==> src/gwag_pkg.sv <==
// Shared types and constants for the grid warp address generator.
package gwag_pkg;

  localparam int unsigned CoordW   = 16;
  localparam int unsigned PosW     = 12;
  localparam int unsigned CellW    = 11;
  localparam int unsigned CfgDataW = 13;
  localparam int unsigned CfgIdxW  = 2;

  typedef logic signed [CoordW-1:0] coord_t;

  typedef enum logic [CfgIdxW-1:0] {
    CFG_FRAME_WIDTH  = 2'd0,
    CFG_FRAME_HEIGHT = 2'd1,
    CFG_GRID_LOG     = 2'd2
  } cfg_reg_e;

  typedef struct packed {
    logic [CellW-1:0] cell_col;
    logic [CellW-1:0] cell_row;
    logic [PosW-1:0]  ul_x;
    logic [PosW-1:0]  ul_y;
    logic [PosW-1:0]  ur_x;
    logic [PosW-1:0]  ur_y;
    logic [PosW-1:0]  ll_x;
    logic [PosW-1:0]  ll_y;
    logic [PosW-1:0]  lr_x;
    logic [PosW-1:0]  lr_y;
  } in_t;

  typedef struct packed {
    logic [PosW-1:0] src_x;
    logic [PosW-1:0] src_y;
    logic [PosW-1:0] dst_x;
    logic [PosW-1:0] dst_y;
    logic            cell_done;
  } out_t;

  // Cell as held by the row walker: left/right edge points advance per row.
  typedef struct packed {
    coord_t          lx;
    coord_t          ly;
    coord_t          rx;
    coord_t          ry;
    coord_t          lstep_x;
    coord_t          lstep_y;
    coord_t          rstep_x;
    coord_t          rstep_y;
    logic [PosW-1:0] base_x;
    logic [PosW-1:0] base_y;
  } cell_t;

  typedef struct packed {
    coord_t          px;
    coord_t          py;
    coord_t          sx;
    coord_t          sy;
    logic [PosW-1:0] base_x;
    logic [PosW-1:0] dst_y;
    logic            last_row;
  } row_t;

  typedef struct packed {
    coord_t          px;
    coord_t          py;
    logic [PosW-1:0] dst_x;
    logic [PosW-1:0] dst_y;
    logic            done;
  } pix_t;

endpackage

==> src/gwag_setup.sv <==
// Input stage: frame fit check, edge steps and destination base per cell.
module gwag_setup import gwag_pkg::*; #(
  parameter int unsigned LgW  = 2,
  parameter int unsigned DimW = 13
) (
  input  logic            clk_i,
  input  logic            rst_ni,
  input  logic [LgW-1:0]  lg_i,
  input  logic [DimW-1:0] width_i,
  input  logic [DimW-1:0] height_i,
  input  logic            in_valid_i,
  output logic            in_ready_o,
  input  in_t             in_beat_i,
  output logic            cell_valid_o,
  input  logic            cell_ready_i,
  output cell_t           cell_o
);

  localparam int unsigned FitW = CellW + 2**LgW;

  logic [FitW-1:0] span_x, span_y;
  logic            fits;
  cell_t           cell_d, cell_q;
  logic            cell_valid_q;

  assign span_x = (FitW'(in_beat_i.cell_col) + FitW'(1)) << lg_i;
  assign span_y = (FitW'(in_beat_i.cell_row) + FitW'(1)) << lg_i;
  // partial cells at the frame edge produce nothing
  assign fits = (32'(span_x) <= 32'(width_i)) && (32'(span_y) <= 32'(height_i));

  always_comb begin
    cell_d.lx      = coord_t'(in_beat_i.ul_x);
    cell_d.ly      = coord_t'(in_beat_i.ul_y);
    cell_d.rx      = coord_t'(in_beat_i.ur_x);
    cell_d.ry      = coord_t'(in_beat_i.ur_y);
    cell_d.lstep_x = (coord_t'(in_beat_i.ll_x) - coord_t'(in_beat_i.ul_x)) >>> lg_i;
    cell_d.lstep_y = (coord_t'(in_beat_i.ll_y) - coord_t'(in_beat_i.ul_y)) >>> lg_i;
    cell_d.rstep_x = (coord_t'(in_beat_i.lr_x) - coord_t'(in_beat_i.ur_x)) >>> lg_i;
    cell_d.rstep_y = (coord_t'(in_beat_i.lr_y) - coord_t'(in_beat_i.ur_y)) >>> lg_i;
    cell_d.base_x  = PosW'(32'(in_beat_i.cell_col) << lg_i);
    cell_d.base_y  = PosW'(32'(in_beat_i.cell_row) << lg_i);
  end

  assign in_ready_o = !cell_valid_q || cell_ready_i;

  always_ff @(posedge clk_i or negedge rst_ni) begin
    if (!rst_ni) begin
      cell_valid_q <= 1'b0;
    end else if (in_ready_o) begin
      cell_valid_q <= in_valid_i && fits;
    end
  end

  always_ff @(posedge clk_i) begin
    if (in_ready_o && in_valid_i) begin
      cell_q <= cell_d;
    end
  end

  assign cell_valid_o = cell_valid_q;
  assign cell_o       = cell_q;

  a_cell_hold: assert property (@(posedge clk_i) disable iff (!rst_ni)
    cell_valid_q && !cell_ready_i |=> cell_valid_q && $stable(cell_q))
    else $error("setup stage dropped or changed a stalled cell");

endmodule

==> src/gwag_row_walk.sv <==
// Row walker: steps the edge points down the cell, one row beat per cycle while row_ready_i is high.
module gwag_row_walk import gwag_pkg::*; #(
  parameter int unsigned LgW  = 2,
  parameter int unsigned CntW = 3
) (
  input  logic           clk_i,
  input  logic           rst_ni,
  input  logic [LgW-1:0] lg_i,
  input  logic           cell_valid_i,
  output logic           cell_ready_o,
  input  cell_t          cell_i,
  output logic           row_valid_o,
  input  logic           row_ready_i,
  output row_t           row_o
);

  cell_t            cur_q;
  logic             busy_q;
  logic [CntW-1:0]  row_q;
  logic [CntW-1:0]  cnt_max;
  logic             last_row, fire, load_ok;

  assign cnt_max  = CntW'((32'd1 << lg_i) - 32'd1);
  assign last_row = (row_q == cnt_max);
  assign fire     = busy_q && row_ready_i;
  assign load_ok  = !busy_q || (fire && last_row);

  assign cell_ready_o = load_ok;
  assign row_valid_o  = busy_q;

  always_comb begin
    row_o.px       = cur_q.lx;
    row_o.py       = cur_q.ly;
    row_o.sx       = (cur_q.rx - cur_q.lx) >>> lg_i;
    row_o.sy       = (cur_q.ry - cur_q.ly) >>> lg_i;
    row_o.base_x   = cur_q.base_x;
    row_o.dst_y    = cur_q.base_y + PosW'(row_q);
    row_o.last_row = last_row;
  end

  always_ff @(posedge clk_i or negedge rst_ni) begin
    if (!rst_ni) begin
      busy_q <= 1'b0;
      row_q  <= '0;
    end else if (load_ok) begin
      busy_q <= cell_valid_i;
      row_q  <= '0;
    end else if (fire) begin
      row_q  <= row_q + CntW'(1);
    end
  end

  always_ff @(posedge clk_i) begin
    if (load_ok && cell_valid_i) begin
      cur_q <= cell_i;
    end else if (fire) begin
      cur_q.lx <= cur_q.lx + cur_q.lstep_x;
      cur_q.ly <= cur_q.ly + cur_q.lstep_y;
      cur_q.rx <= cur_q.rx + cur_q.rstep_x;
      cur_q.ry <= cur_q.ry + cur_q.rstep_y;
    end
  end

  a_row_wrap: assert property (@(posedge clk_i) disable iff (!rst_ni)
    fire && last_row |=> !busy_q || row_q == '0)
    else $error("row counter did not restart after the last row");

endmodule

==> src/gwag_pix_walk.sv <==
// Pixel walker: steps across one row, one pixel beat per cycle while pix_ready_i is high.
module gwag_pix_walk import gwag_pkg::*; #(
  parameter int unsigned LgW  = 2,
  parameter int unsigned CntW = 3
) (
  input  logic           clk_i,
  input  logic           rst_ni,
  input  logic [LgW-1:0] lg_i,
  input  logic           row_valid_i,
  output logic           row_ready_o,
  input  row_t           row_i,
  output logic           pix_valid_o,
  input  logic           pix_ready_i,
  output pix_t           pix_o
);

  row_t             cur_q;
  logic             busy_q;
  logic [CntW-1:0]  col_q;
  logic [CntW-1:0]  cnt_max;
  logic             last_col, fire, load_ok;

  assign cnt_max  = CntW'((32'd1 << lg_i) - 32'd1);
  assign last_col = (col_q == cnt_max);
  assign fire     = busy_q && pix_ready_i;
  assign load_ok  = !busy_q || (fire && last_col);

  assign row_ready_o = load_ok;
  assign pix_valid_o = busy_q;

  always_comb begin
    pix_o.px    = cur_q.px;
    pix_o.py    = cur_q.py;
    pix_o.dst_x = cur_q.base_x + PosW'(col_q);
    pix_o.dst_y = cur_q.dst_y;
    pix_o.done  = cur_q.last_row && last_col;
  end

  always_ff @(posedge clk_i or negedge rst_ni) begin
    if (!rst_ni) begin
      busy_q <= 1'b0;
      col_q  <= '0;
    end else if (load_ok) begin
      busy_q <= row_valid_i;
      col_q  <= '0;
    end else if (fire) begin
      col_q  <= col_q + CntW'(1);
    end
  end

  always_ff @(posedge clk_i) begin
    if (load_ok && row_valid_i) begin
      cur_q <= row_i;
    end else if (fire) begin
      cur_q.px <= cur_q.px + cur_q.sx;
      cur_q.py <= cur_q.py + cur_q.sy;
    end
  end

  a_col_wrap: assert property (@(posedge clk_i) disable iff (!rst_ni)
    fire && last_col |=> !busy_q || col_q == '0)
    else $error("column counter did not restart after the last pixel");

endmodule

==> src/gwag_clamp.sv <==
// Output stage: clamps source coordinates to the frame and holds the result beat.
module gwag_clamp import gwag_pkg::*; #(
  parameter int unsigned DimW = 13
) (
  input  logic            clk_i,
  input  logic            rst_ni,
  input  logic [DimW-1:0] width_i,
  input  logic [DimW-1:0] height_i,
  input  logic            pix_valid_i,
  output logic            pix_ready_o,
  input  pix_t            pix_i,
  output logic            out_valid_o,
  input  logic            out_ready_i,
  output out_t            out_o
);

  localparam int unsigned CmpW = (DimW + 1 > CoordW) ? DimW + 1 : CoordW;

  function automatic logic [PosW-1:0] clamp_coord(coord_t v, logic [DimW-1:0] lim);
    logic signed [CmpW-1:0] v_ext;
    logic signed [CmpW-1:0] top_ext;
    v_ext   = CmpW'(v);
    top_ext = signed'(CmpW'(lim - DimW'(1)));
    if (v_ext[CmpW-1]) begin
      return '0;
    end else if (v_ext > top_ext) begin
      return PosW'(top_ext);
    end else begin
      return PosW'(v_ext);
    end
  endfunction

  out_t out_d, out_q;
  logic out_valid_q;

  always_comb begin
    out_d.src_x     = clamp_coord(pix_i.px, width_i);
    out_d.src_y     = clamp_coord(pix_i.py, height_i);
    out_d.dst_x     = pix_i.dst_x;
    out_d.dst_y     = pix_i.dst_y;
    out_d.cell_done = pix_i.done;
  end

  assign pix_ready_o = !out_valid_q || out_ready_i;

  always_ff @(posedge clk_i or negedge rst_ni) begin
    if (!rst_ni) begin
      out_valid_q <= 1'b0;
    end else if (pix_ready_o) begin
      out_valid_q <= pix_valid_i;
    end
  end

  always_ff @(posedge clk_i) begin
    if (pix_ready_o && pix_valid_i) begin
      out_q <= out_d;
    end
  end

  assign out_valid_o = out_valid_q;
  assign out_o       = out_q;

endmodule

==> src/grid_warp_address_generator_core.sv <==
// Top level of the grid warp address generator: config registers and pipeline.
//
// Usage: each input beat on in_valid_i/in_ready_o carries one grid cell (its
// column and row plus four displaced corner points). The block emits, row by
// row and left to right, one result beat per destination pixel of the cell on
// out_valid_o/out_ready_i: clamped source coordinate, destination pixel and a
// cell_done flag on the cell's final pixel. Cells that do not lie wholly in the
// frame are accepted and produce no beats.
// Pipeline: setup -> row walker -> pixel walker -> clamp/output register.
// The pixel walker emits one result per cycle unless stalled, so a cell yields
// 2^(2*grid_log) results (4 at the reset grid_log of 1, 64 at grid_log 3); the
// next cell is set up while the current one is still walking, so cells follow
// with no gap. Config writes (cfg_we_i, cfg_idx_i, cfg_wdata_i) take effect at
// once; the user must make them only while the block is empty; the block itself
// does not enforce this. Reset clears all valid bits and loads frame 640 x 480,
// grid_log 1; no clearing pass is needed.
// A stalled receiver holds the output register; the stall backs up stage by
// stage into in_ready_o without losing or repeating a beat.
module grid_warp_address_generator_core import gwag_pkg::*; #(
  parameter int unsigned MAX_DIM      = 4096,
  parameter int unsigned MAX_GRID_LOG = 3
) (
  input  logic                clk_i,
  input  logic                rst_ni,
  input  logic                cfg_we_i,
  input  logic [CfgIdxW-1:0]  cfg_idx_i,
  input  logic [CfgDataW-1:0] cfg_wdata_i,
  input  logic                in_valid_i,
  output logic                in_ready_o,
  input  in_t                 in_beat_i,
  output logic                out_valid_o,
  input  logic                out_ready_i,
  output out_t                out_beat_o
);

  localparam int unsigned DimW = $clog2(MAX_DIM + 1);
  localparam int unsigned LgW  = $clog2(MAX_GRID_LOG + 1);
  localparam int unsigned CntW = MAX_GRID_LOG;

  function automatic logic [DimW-1:0] eff_dim(logic [CfgDataW-1:0] d);
    if (d == '0) begin
      return DimW'(1);
    end else if (32'(d) > MAX_DIM) begin
      return DimW'(MAX_DIM);
    end else begin
      return DimW'(d);
    end
  endfunction

  logic [CfgDataW-1:0] frame_width_q, frame_height_q;
  logic [1:0]          grid_log_q;
  logic [LgW-1:0]      lg;
  logic [DimW-1:0]     width, height;

  always_ff @(posedge clk_i or negedge rst_ni) begin
    if (!rst_ni) begin
      frame_width_q  <= CfgDataW'(640);
      frame_height_q <= CfgDataW'(480);
      grid_log_q     <= 2'd1;
    end else if (cfg_we_i) begin
      case (cfg_idx_i)
        CFG_FRAME_WIDTH:  frame_width_q  <= cfg_wdata_i;
        CFG_FRAME_HEIGHT: frame_height_q <= cfg_wdata_i;
        CFG_GRID_LOG:     grid_log_q     <= cfg_wdata_i[1:0];
        default: ;
      endcase
    end
  end

  always_comb begin
    if (grid_log_q == '0) begin
      lg = LgW'(1);
    end else if (32'(grid_log_q) > MAX_GRID_LOG) begin
      lg = LgW'(MAX_GRID_LOG);
    end else begin
      lg = LgW'(grid_log_q);
    end
  end

  assign width  = eff_dim(frame_width_q);
  assign height = eff_dim(frame_height_q);

  logic  cell_valid, cell_ready, row_valid, row_ready, pix_valid, pix_ready;
  cell_t cell_beat;
  row_t  row_beat;
  pix_t  pix_beat;

  gwag_setup #(.LgW(LgW), .DimW(DimW)) u_setup (
    .clk_i,
    .rst_ni,
    .lg_i         (lg),
    .width_i      (width),
    .height_i     (height),
    .in_valid_i,
    .in_ready_o,
    .in_beat_i,
    .cell_valid_o (cell_valid),
    .cell_ready_i (cell_ready),
    .cell_o       (cell_beat)
  );

  gwag_row_walk #(.LgW(LgW), .CntW(CntW)) u_row_walk (
    .clk_i,
    .rst_ni,
    .lg_i         (lg),
    .cell_valid_i (cell_valid),
    .cell_ready_o (cell_ready),
    .cell_i       (cell_beat),
    .row_valid_o  (row_valid),
    .row_ready_i  (row_ready),
    .row_o        (row_beat)
  );

  gwag_pix_walk #(.LgW(LgW), .CntW(CntW)) u_pix_walk (
    .clk_i,
    .rst_ni,
    .lg_i        (lg),
    .row_valid_i (row_valid),
    .row_ready_o (row_ready),
    .row_i       (row_beat),
    .pix_valid_o (pix_valid),
    .pix_ready_i (pix_ready),
    .pix_o       (pix_beat)
  );

  gwag_clamp #(.DimW(DimW)) u_clamp (
    .clk_i,
    .rst_ni,
    .width_i     (width),
    .height_i    (height),
    .pix_valid_i (pix_valid),
    .pix_ready_o (pix_ready),
    .pix_i       (pix_beat),
    .out_valid_o,
    .out_ready_i,
    .out_o       (out_beat_o)
  );

endmodule
==> config.mk <==
export PLATFORM = sky130hd
export DESIGN_NAME = grid_warp_address_generator_core
export DESIGN_NICKNAME = d
export VERILOG_FILES = /design/src/gwag_pkg.sv /design/src/gwag_setup.sv /design/src/gwag_row_walk.sv /design/src/gwag_pix_walk.sv /design/src/gwag_clamp.sv /design/src/grid_warp_address_generator_core.sv
export SDC_FILE = /design/constraint.sdc
export NUM_CORES = 1
export LEC_CHECK = 0
export BUFFER_PORTS_ARGS = -buffer_cell sky130_fd_sc_hd__buf_2
export CORE_MARGIN = 1.5
export CORE_UTILIZATION = 58
export CTS_CLUSTER_SIZE = 30
export DETAILED_ROUTE_END_ITERATION = 10
export GPL_TIMING_DRIVEN = 1
export PLACE_DENSITY = 0.77
export SLEW_MARGIN = 10
export SYNTH_ARGS = -nofsm -noshare
export SYNTH_HDL_FRONTEND = slang
export SYNTH_HIERARCHICAL = 1
export SYNTH_SLANG_ARGS = --single-unit
==> constraint.sdc <==
create_clock -name clk_i -period 6.9 [get_ports clk_i]
set_input_delay 1.725 -clock clk_i [delete_from_list [all_inputs] [get_ports clk_i]]
set_output_delay 1.725 -clock clk_i [all_outputs]
set_load 0.02 [all_outputs]
==> run_results.csv <==
group,metric,value,unit
synthesis,synthFlopType,"edfxtp_1",
cts,cts_sinks,452,
critical_path,worst_path_largest_cell_delay,320,ps
power,p_sw,0.005402,W
floorplan,core,52450,um2
floorplan,rows,84,
synthesis,ys_seq_area_share,43.67,%
timing,setup_violations,0,
floorplan,die_width,233.0,um
cells_and_area,final_common_cell,"edfxtp_1",
place,dp.final_hpwl,53510,um
critical_path,critPathKind,"in2out",
cells_and_area,finalInstanceArea,32870,um2
cts,cts_hold_buffers,0,
timing,period_share,74.82,%
power,pwr-share-clk,18.5,%
cts,clk_pin_slew_worst_paths,60,ps
timing,worst_slack,1738,ps
cts,cts_tree,"yes",
timing,hold_ws,416.9,ps
timing,worst_slew_pin_slew,977.2,ps
place,preCtsSetupSlack,1759,ps
critical_path,cp_max_fo,9,
power,ir_drop,205.2,uV
critical_path,crit_path_cell_trace,"buf_2 > nand2b_1 > o22ai_1 > nor2_1 > inv_1 > o21ai_2 > nand2b_1 > buf_2",
cells_and_area,final_cell_mix,"414 x edfxtp_1, 238 x ha_1, 222 x nor2_1",
critical_path,worstRegToRegCells,13,
place,routabilityCongestion,0.9486,
global_routing,grt_pass1_vias,21070,
routing,num_vias,22060,
routing,ant_nets,0,
timing,max_freq,0.1937,GHz
cells_and_area,drive_above_1_share,14.67,%
critical_path,slowest_stage,"nor2_1",
synthesis,ys_async_sr_fraction,8.407,%
power,p_per_area,418.7,nW/um2
timing,min_period,5162,ps
timing,skew,15.28,ps
critical_path,timing.critical_path.required,5180,ps
cts,cts_resized,0,
power,seqPwrFrac,33.7,%
global_routing,grtUsageTotal,25.84,%
global_routing,antenna_found_initial,1,
place,io_buffers,188,
power,power.leakage,13.34,nW
routing,drt-initial-drc-count,1809,
synthesis,synthCells,2882,
cells_and_area,area_growth,7.176,%
timing,rsz0062_at_grt,"no",
job,drv_cap,0,
critical_path,cp.arrival,3440,ps
floorplan,dieHeight,233.0,um
floorplan,dieArea,54270,um2
timing,relSlewSlack,34.85,%
floorplan,start_util,58.48,%
min_path,whs_endpoint,"u_row_walk/cur_q[61]$_DFFE_PP_",
cts,ctsLongestPathBuffers,3,
cts,clk_latency,580,ps
global_routing,grt_overflow_total,0,
min_path,hp-class,"reg2reg",
cells_and_area,final_net_count,3325,
power,switching_share,39.25,%
timing,finalSetupTns,0,ps
timing,drv_slew,0,
routing,drc,0,
critical_path,timing.rr.start,"frame_height_q[12]$_DFFE_PN0P_",
critical_path,cp-startpoint,"out_ready_i",
critical_path,start_kind,"input port",
run_status,outcome,"complete, no violations",
global_routing,grt_pass1_wl,110800,um
min_path,min_from,"u_setup/cell_o[61]$_DFFE_PP_",
synthesis,syn-cell-area,30670,um2
min_path,worstHoldPathCells,0,
synthesis,syn_avg_cell_area,10.64,um2
cts,cts_buffers,46,
timing,hold_viol_final,0,
synthesis,yosysUniqueCellTypes,112,
cts,ctsRootBufferMaster,"clkbuf_16",
routing,wl,70920,um
routing,via_per_inst,6.025,
critical_path,r2r_slack,2570,ps
routing,dr.pass1.iters,6,
synthesis,synth-edff-count,414,
routing,post_drt_wl_per_cell,19.37,um
power,internal_power,0.008361,W
global_routing,grt_max_degree,104,
cts,cts_setup_buffers,0,
place,place_area,31330,um2
synthesis,ys_ff_latch,452,
floorplan,ios,189,
cts,htreeDepth,2,
critical_path,timing.rr.end,"u_clamp/out_o[36]$_SDFFCE_PP0P_",
synthesis,yosysWarnings,6,
critical_path,cp-end-kind,"output pin",
power,p_comb_share,47.9,%
[metrics by stage]
step	util, %	cells	power [W]
final	62.67	3662	0.01376
after global routing	62.67	3661	0.01465
after CTS	62.66	3660	0.01371
after detailed placement	59.74	3575	0.01113
after global placement	59.74	3575	0.01085
after floorplan	-	2897	0.009841
[cells in the mapped netlist, types with 35 or more instances]
master	count	area, um2
edfxtp_1	414	12430
inv_1	161	604.3
o21a_1	46	345.3
nor2_1	222	833.3
o21ai_0	110	550.5
mux2_2	55	619.3
a21o_1	46	345.3
clkbuf_1	55	206.5
a211oi_1	35	262.8
xor2_1	82	718.2
nor3_1	39	195.2
nand3_1	42	210.2
nor2b_1	78	488.0
nand2_1	219	822.0
mux2i_1	90	900.9
xnor2_1	98	858.3
a21oi_1	201	1006
buf_4	121	908.4
ha_1	238	2978
[metal layers]
layer | GRT usage (%) | up-vias | wire (um)
met5 | 0 | - | 0
met3 | 3.542 | 115 | 4931
met2 | 41.62 | 825 | 32690
li1 | - | 10580 | -
met1 | 36.38 | 10540 | 31590
met4 | 7.641 | 0 | 1702
[power groups by stage]
stage / combinational, W / sequential [W] / clock (W)
CTS: 0.00650 / 0.00463 / 0.00258
finish: 0.00659 / 0.00463 / 0.00254
detailed placement: 0.00645 / 0.00468 / 0
global route: 0.00726 / 0.00470 / 0.00268
floorplan: 0.00534 / 0.00451 / 0
global placement: 0.00619 / 0.00466 / 0
[registers in the layout, summed over array words and instances, names as in the netlist]
signal and flops:
u_setup/cell_o 124, u_row_walk/cur_q 108, u_clamp/out_o 49, u_pix_walk/cur_q 45, u_pix_walk/pix_o 44, u_row_walk/row_o 44
frame_height_q 13, frame_width_q 13, u_pix_walk/col_q 3, u_row_walk/row_q 3, grid_log_q 2, u_clamp/out_valid_o 1
u_pix_walk/pix_valid_o 1, u_row_walk/row_valid_o 1, u_setup/cell_valid_o 1
[final cells by class]
type	instances	area [um2]
fillers	4074	19580
multi-input cells	2070	15390
flip-flops and latches	452	13400
clock buffers	54	1202
repair buffers	201	1064
well taps	688	860.8
inverters	164	623.1
clock inverters	31	331.6
diodes	2	5.005
[worst max-delay path by stage]
stage | depth (start not counted) | endpoint
after floorplan | 8 | u_setup/cell_o[0]$_SDFFCE_PP0P_
after global placement | 8 | in_ready_o
after detailed placement | 8 | in_ready_o
after CTS | 8 | in_ready_o
after global routing | 8 | in_ready_o
final | 8 | in_ready_o
[logic make-up after synthesis]
group / Yosys count / synth area share (%)
buf+inv: 375 / 6.393
flops: 452 / 43.67
compound gates: 657 / 14.41
simple gates: 788 / 12.89
fa+ha+maj: 252 / 10.62
xor+xnor: 180 / 5.141
other cells: 1 / 0.01223
mux: 177 / 6.866
[worst max-delay path: cells and delay by family]
family	cells	cell delay (ps)
AND/OR/NAND/NOR	3	840
buffers and inverters	3	440
AO/OA/AOI/OAI	2	410
(Power assumes the default switching activity.)
